===== src/hdl/tsrm_pkg.sv =====
package tsrm_pkg;

	localparam int PW    = 48;
	localparam int BW    = 25;
	localparam int NW    = 80;
	localparam int CNT_W = $clog2(NW);

	localparam logic signed [17:0] SUN_X_RST   = 18'sd0;
	localparam logic signed [17:0] SUN_Y_RST   = 18'sd0;
	localparam logic signed [17:0] SUN_Z_RST   = 18'sd65536;
	localparam logic [23:0]        CELL_D_RST  = 24'd25600;
	localparam logic [8:0]         USED_RST    = 9'd256;
	localparam logic signed [23:0] CEILING_RST = 24'sd2265088;

	typedef enum logic [2:0] {
		CFG_SUN_X   = 3'd0,
		CFG_SUN_Y   = 3'd1,
		CFG_SUN_Z   = 3'd2,
		CFG_CELL_DX = 3'd3,
		CFG_CELL_DY = 3'd4,
		CFG_ROWS    = 3'd5,
		CFG_COLS    = 3'd6,
		CFG_CEILING = 3'd7
	} cfg_idx_t;

	localparam logic REQ_WRITE = 1'b0;
	localparam logic REQ_QUERY = 1'b1;

	typedef struct packed {
		logic              req_type;
		logic [7:0]        row;
		logic [7:0]        col;
		logic signed [23:0] elevation;
	} req_t;

	typedef struct packed {
		logic       shadowed;
		logic [7:0] out_row;
		logic [7:0] out_col;
	} rsp_t;

	typedef struct packed {
		logic signed [PW-1:0] a;
		logic signed [BW-1:0] b;
		logic signed [BW-1:0] den;
		logic                 sat;
	} md_req_t;

	typedef enum logic [1:0] {
		MD_IDLE,
		MD_MUL,
		MD_DIV,
		MD_FIN
	} md_st_t;

	typedef enum logic [3:0] {
		ST_IDLE,
		ST_INIT,
		ST_Z0,
		ST_LOOP,
		ST_R1,
		ST_DEC,
		ST_R2,
		ST_STEP,
		ST_ZR,
		ST_RD1,
		ST_RD2,
		ST_RD3,
		ST_INT,
		ST_IW,
		ST_CMP,
		ST_DONE
	} st_t;

endpackage


===== src/hdl/tsrm_muldiv.sv =====
module tsrm_muldiv
	import tsrm_pkg::*;
(
	input  logic                 clk,
	input  logic                 arst_n,
	input  logic                 start,
	input  md_req_t              req,
	output logic                 busy,
	output logic                 done,
	output logic signed [NW-1:0] q
);

	md_st_t st_q, st_d;

	logic [NW-1:0]    mcand_q;
	logic [BW-1:0]    mplier_q;
	logic [NW-1:0]    acc_q;
	logic [BW-1:0]    den_q;
	logic [BW-1:0]    rem_q;
	logic [CNT_W-1:0] cnt_q;
	logic             neg_q;
	logic             sat_q;
	logic             done_q;
	logic signed [NW-1:0] q_q;

	logic [PW-1:0]        a_mag;
	logic [BW-1:0]        b_mag;
	logic [BW-1:0]        d_mag;
	logic [BW:0]          rem_sh;
	logic                 qbit;
	logic signed [NW-1:0] q_signed;
	logic signed [NW-1:0] q_final;

	localparam logic signed [NW-1:0] SAT_MAX = NW'(64'sd2147483647);
	localparam logic signed [NW-1:0] SAT_MIN = -NW'(64'sd2147483648);

	always_comb begin
		a_mag = req.a[PW-1] ? PW'(-req.a) : PW'(req.a);
		b_mag = req.b[BW-1] ? BW'(-req.b) : BW'(req.b);
		d_mag = req.den[BW-1] ? BW'(-req.den) : BW'(req.den);
		rem_sh = {rem_q, acc_q[NW-1]};
		qbit = (rem_sh >= {1'b0, den_q});
		q_signed = neg_q ? -$signed(acc_q) : $signed(acc_q);
		if (sat_q && q_signed > SAT_MAX) begin
			q_final = SAT_MAX;
		end else if (sat_q && q_signed < SAT_MIN) begin
			q_final = SAT_MIN;
		end else begin
			q_final = q_signed;
		end
	end

	always_comb begin
		st_d = st_q;
		case (st_q)
			MD_IDLE: if (start) st_d = MD_MUL;
			MD_MUL:  if (cnt_q == CNT_W'(BW - 1)) st_d = MD_DIV;
			MD_DIV:  if (cnt_q == CNT_W'(NW - 1)) st_d = MD_FIN;
			MD_FIN:  st_d = MD_IDLE;
			default: st_d = MD_IDLE;
		endcase
	end

	always_comb begin
		busy = (st_q != MD_IDLE);
		done = done_q;
		q    = q_q;
	end

	always_ff @(posedge clk or negedge arst_n) begin
		if (!arst_n) begin
			st_q   <= MD_IDLE;
			done_q <= 1'b0;
		end else begin
			st_q   <= st_d;
			done_q <= (st_q == MD_FIN);
		end
	end

	always_ff @(posedge clk) begin
		case (st_q)
			MD_IDLE: begin
				mcand_q  <= NW'(a_mag);
				mplier_q <= b_mag;
				den_q    <= d_mag;
				acc_q    <= '0;
				rem_q    <= '0;
				cnt_q    <= '0;
				neg_q    <= req.a[PW-1] ^ req.b[BW-1] ^ req.den[BW-1];
				sat_q    <= req.sat;
			end
			MD_MUL: begin
				if (mplier_q[0]) begin
					acc_q <= acc_q + mcand_q;
				end
				mcand_q  <= {mcand_q[NW-2:0], 1'b0};
				mplier_q <= {1'b0, mplier_q[BW-1:1]};
				cnt_q    <= (cnt_q == CNT_W'(BW - 1)) ? '0 : cnt_q + 1'b1;
			end
			MD_DIV: begin
				rem_q <= qbit ? BW'(rem_sh - {1'b0, den_q}) : BW'(rem_sh);
				acc_q <= {acc_q[NW-2:0], qbit};
				cnt_q <= cnt_q + 1'b1;
			end
			MD_FIN: begin
				q_q <= q_final;
			end
			default: ;
		endcase
	end

endmodule


===== config.mk =====
export PLATFORM = sky130hd
export DESIGN_NAME = tsrm_muldiv
export DESIGN_NICKNAME = d
export VERILOG_FILES = /design/src/hdl/tsrm_pkg.sv /design/src/hdl/tsrm_muldiv.sv
export SDC_FILE = /design/constraint.sdc
export NUM_CORES = 1
export LEC_CHECK = 0
export ABC_CLOCK_PERIOD_IN_PS = 7650
export BUFFER_PORTS_ARGS = -buffer_cell sky130_fd_sc_hd__buf_2
export CORE_MARGIN = 3
export CORE_UTILIZATION = 25
export DETAILED_ROUTE_END_ITERATION = 12
export SYNTH_ARGS = -nofsm -noshare
export SYNTH_HDL_FRONTEND = slang
export SYNTH_SLANG_ARGS = --single-unit

===== constraint.sdc =====
create_clock -name clk -period 7.65 [get_ports clk]
set_clock_uncertainty 0.05 [all_clocks]
set_input_delay 0.3825 -clock clk [delete_from_list [all_inputs] [get_ports clk]]
set_output_delay 0.3825 -clock clk [all_outputs]
set_load 0.02 [all_outputs]

==> reports/metrics.csv <==
stage,metric,value,unit
setup_path,endpoint class of the critical path,register,
synth,yosys warns,0,
timing,min Tclk post-route,5390,ps
clocking,Post-CTS Hold Fix Bufs,5,
drt,Avg WL per Cell,18.2,µm
clocking,cts bufs inserted,42,
clocking,CTS max path bufs,3,
timing,RSZ-0062 raised after global routing,no,
clocking,Worst-Skew Late Latency,600,ps
setup_path,WP data required,7910,ps
die,# rows,110,
setup_path,CP Class,register to register,
pwr,VDD IR max,218,µV
synth,mean post-synth cell area,9.78,µm²
timing,Hold WS,48.6,ps
timing,Final setup violation count,0,
setup_path,CP top delay family,simple AND/OR/NAND/NOR gates,
clocking,Root Driver,clkbuf_16,
pwr,Leak,10.2,nW
die,die height,310,µm
clocking,post-CTS setup buffers,0,
place,Placer Congestion,0.901,
place,I/O Buffers,183,
synth,register area share after synthesis,42.5,%
drt,routed wire length,67400,µm
clocking,clk slew on worst S/H paths,60,ps
grt,global-route wire length before repair,103000,µm
clocking,H-tree Lvls,2,
pwr,PwrDens,510,mW/mm²
synth,Netlist cell types,81,
setup_path,arrival time at the worst endpoint,5650,ps
grt,largest net degree at the start of global routing,95,
timing,period utilization,70.4,%
grt,GRT Resource Usage Total,13.7,%
clocking,clock sink total,327,
setup_path,critical path peak fanout,30,
run,maxcap violations,0,
hold_path,Worst Hold Class,primary input to register,
synth,Synth Cell Area,0.0231,mm²
grt,gr ovfl total,0,
die,Placeable Area,0.0908,mm²
timing,measured slew at the worst slew-check pin,1020,ps
timing,final number of hold-violating endpoints,0,
grt,Top Usage Layer GRT,met2,
synth,cells after synthesis,2359,
setup_path,Levels on crit path,12,
timing,slew margin rel.,31.7,%
synth,"EDFF count, synth",324,
synth,Syn Nets,2578,
synth,top_reg_cell synth,edfxtp_1,
die,Starting Density,25.4,%
drt,post-route ant nets,0,
hold_path,Hold Path Depth,2,
setup_path,crit path max-delay cell type,or4_4,
setup_path,CP bufs+invs,1,
drt,vias,18300,
drt,Pre-antenna DRT Iters,5,
clocking,CTS tree,done,
grt,GR Layer Usage met3,3.00,%
place,Post-DP HPWL,51700,µm
setup_path,ordered list of cells on the worst path,or4_4 -> or4_4 -> nor4_2 -> nand2_1 -> o41ai_1 -> xnor2_1 -> nand2_1 -> or4_1 -> or4_1 -> o41ai_2 -> buf_4 -> a21oi_2,
grt,GRT met2 Usage,21.2,%
final_layout,post-layout util,29.2,%
synth,Yosys reg bits,327,
drt,Vias/cell,4.95,
grt,initial antenna violation count,18,
drt,detailed-route DRC error count,0,
outcome,run status,"complete, no violations",
place,pre-CTS WS,2380,ps
setup_path,Startpoint Class,register,
die,DIE WIDTH,310,µm
die,die area,0.0960,mm²
final_layout,P&R area growth vs syn,15.0,%
timing,Peak Freq,0.186,GHz
synth,post-synthesis async set-or-reset flop share,0.917,%
timing,Final WS setup,2260,ps
clocking,CTS-repair resized insts,0,
final_layout,share of cells above drive strength 1,13.4,%
setup_path,Max stage delay on crit path,630,ps
setup_path,reg2reg path depth,12,
grt,vias in the first global route,17500,
drt,initial DRC count,1367,
timing,TNS Setup,0,ps
die,I/O pin total,184,
pwr,Design Power,0.0135,W
grt,GR met1 Demand/Resource,18.8,%
final_layout,nets@finish,2707,
timing,Max Slew Vio Count,0,
==> final cells by class <==
cell class / instances / area (µm²)
Tap cell: 1176 / 1470
Antenna cell: 9 / 22.5
Sequential cell: 327 / 9800
Fill cell: 9581 / 64300
Multi-Input combinational cell: 1836 / 12500
Clock buffer: 49 / 1080
Clock inverter: 26 / 256
Timing Repair Buffer: 205 / 1090
Inverter: 76 / 285
==> synthesized netlist by cell type, types with 5 or more instances <==
cell / n / area, µm²
a2111oi_0: 7 / 61.3
a211oi_1: 7 / 52.6
a21boi_0: 10 / 75.1
a21o_1: 81 / 608
a21oi_1: 110 / 551
a21oi_2: 33 / 289
a221oi_1: 8 / 70.1
a22oi_1: 35 / 263
a31oi_1: 15 / 93.8
and2_1: 45 / 282
and3_1: 19 / 119
and4_1: 7 / 61.3
buf_1: 9 / 33.8
buf_2: 5 / 25.0
buf_6: 8 / 90.1
clkbuf_1: 98 / 368
edfxtp_1: 324 / 9730
ha_1: 115 / 1440
inv_1: 76 / 285
mux2i_1: 25 / 250
nand2_1: 262 / 983
nand2b_1: 21 / 131
nand3_1: 34 / 170
nand4_1: 32 / 200
nor2_1: 75 / 282
nor2b_1: 71 / 444
nor3_1: 27 / 135
nor4_1: 27 / 169
o21a_1: 10 / 75.1
o21ai_0: 210 / 1050
o21ai_1: 6 / 30.0
o21bai_1: 28 / 210
o31ai_1: 55 / 413
o41ai_1: 35 / 307
or2_2: 14 / 87.6
or3_1: 34 / 213
or4_1: 28 / 210
xnor2_1: 116 / 1020
xor2_1: 153 / 1340
==> per-layer routing <==
| metal | wire length [µm] | vias to the layer above | part of all wire [%] |
|---|---|---|---|
| met4 | 2390 | 18 | 3.5 |
| met5 | 115 | - | 0.17 |
| met3 | 4100 | 124 | 6.1 |
| li1 | - | 9075 | - |
| met1 | 31500 | 8624 | 47 |
| met2 | 29300 | 490 | 44 |
==> per-stage QoR <==
step	area, µm²	instances
global placement	25100	3615
CTS	26500	3695
global route	26500	3696
finish	26500	3704
detailed placement	25100	3615
floorplan	23100	2359
==> power breakdown <==
| part | internal (W) | total [W] | switching (W) |
|---|---|---|---|
| clock | 0.00109 | 0.00193 | 0.000833 |
| sequential | 0.00339 | 0.00418 | 0.000788 |
| combinational | 0.00277 | 0.00744 | 0.00467 |
| total | 0.00726 | 0.0135 | 0.00629 |
==> registers in the layout (all words and copies together) (netlist names), 2 cells and up <==
signal    flops
acc_q        80
mcand_q      80
q            80
den_q        25
mplier_q     25
rem_q        25
cnt_q         7
st_q          2
==> kinds of logic (layout without fill, tap and decap cells) <==
logic type,after synthesis,after routing,synth area share [%]
AOI/OAI and AO/OA,698,698,19.9
xor gates and xnor gates,269,269,10.2
adders and majority gates,117,117,6.41
buffers and inverters,196,356,3.47
DFF,327,327,42.5
muxes,27,27,1.18
other,0,9,0
and+or+nand+nor,725,725,16.3
==> placed cells by master (no fill, tap or decap), types with 44 or more instances in the layout <==
cell	netlist	final
and2_1	45	44
ha_1	115	112
buf_2	5	183
xnor2_1	116	116
o31ai_1	55	55
a21o_1	81	81
nor2_1	75	75
inv_1	76	76
a21oi_1	110	109
nand2_1	262	262
edfxtp_1	324	324
nor2b_1	71	71
xor2_1	153	153
o21ai_0	210	209
==> worst paths after layout <==
path / to / startpoint / slack, ps
worst max-delay path: q[38]$_SDFFCE_PP0P_ / acc_q[12]$_DFFE_PP_ / 2260
worst min-delay path: den_q[24]$_SDFFCE_PN0P_ / req[24] / 50
worst max register to register: q[38]$_SDFFCE_PP0P_ / acc_q[12]$_DFFE_PP_ / 2260
worst min register to register: mplier_q[1]$_DFFE_PP_ / mplier_q[2]$_DFFE_PP_ / 480
max in group asynchronous: done$_DFF_PN0_ / arst_n / 7330
min in group asynchronous: st_q[0]$_DFFE_PN0P_ / arst_n / 90
Note: power is estimated with default switching activity, not from simulation.
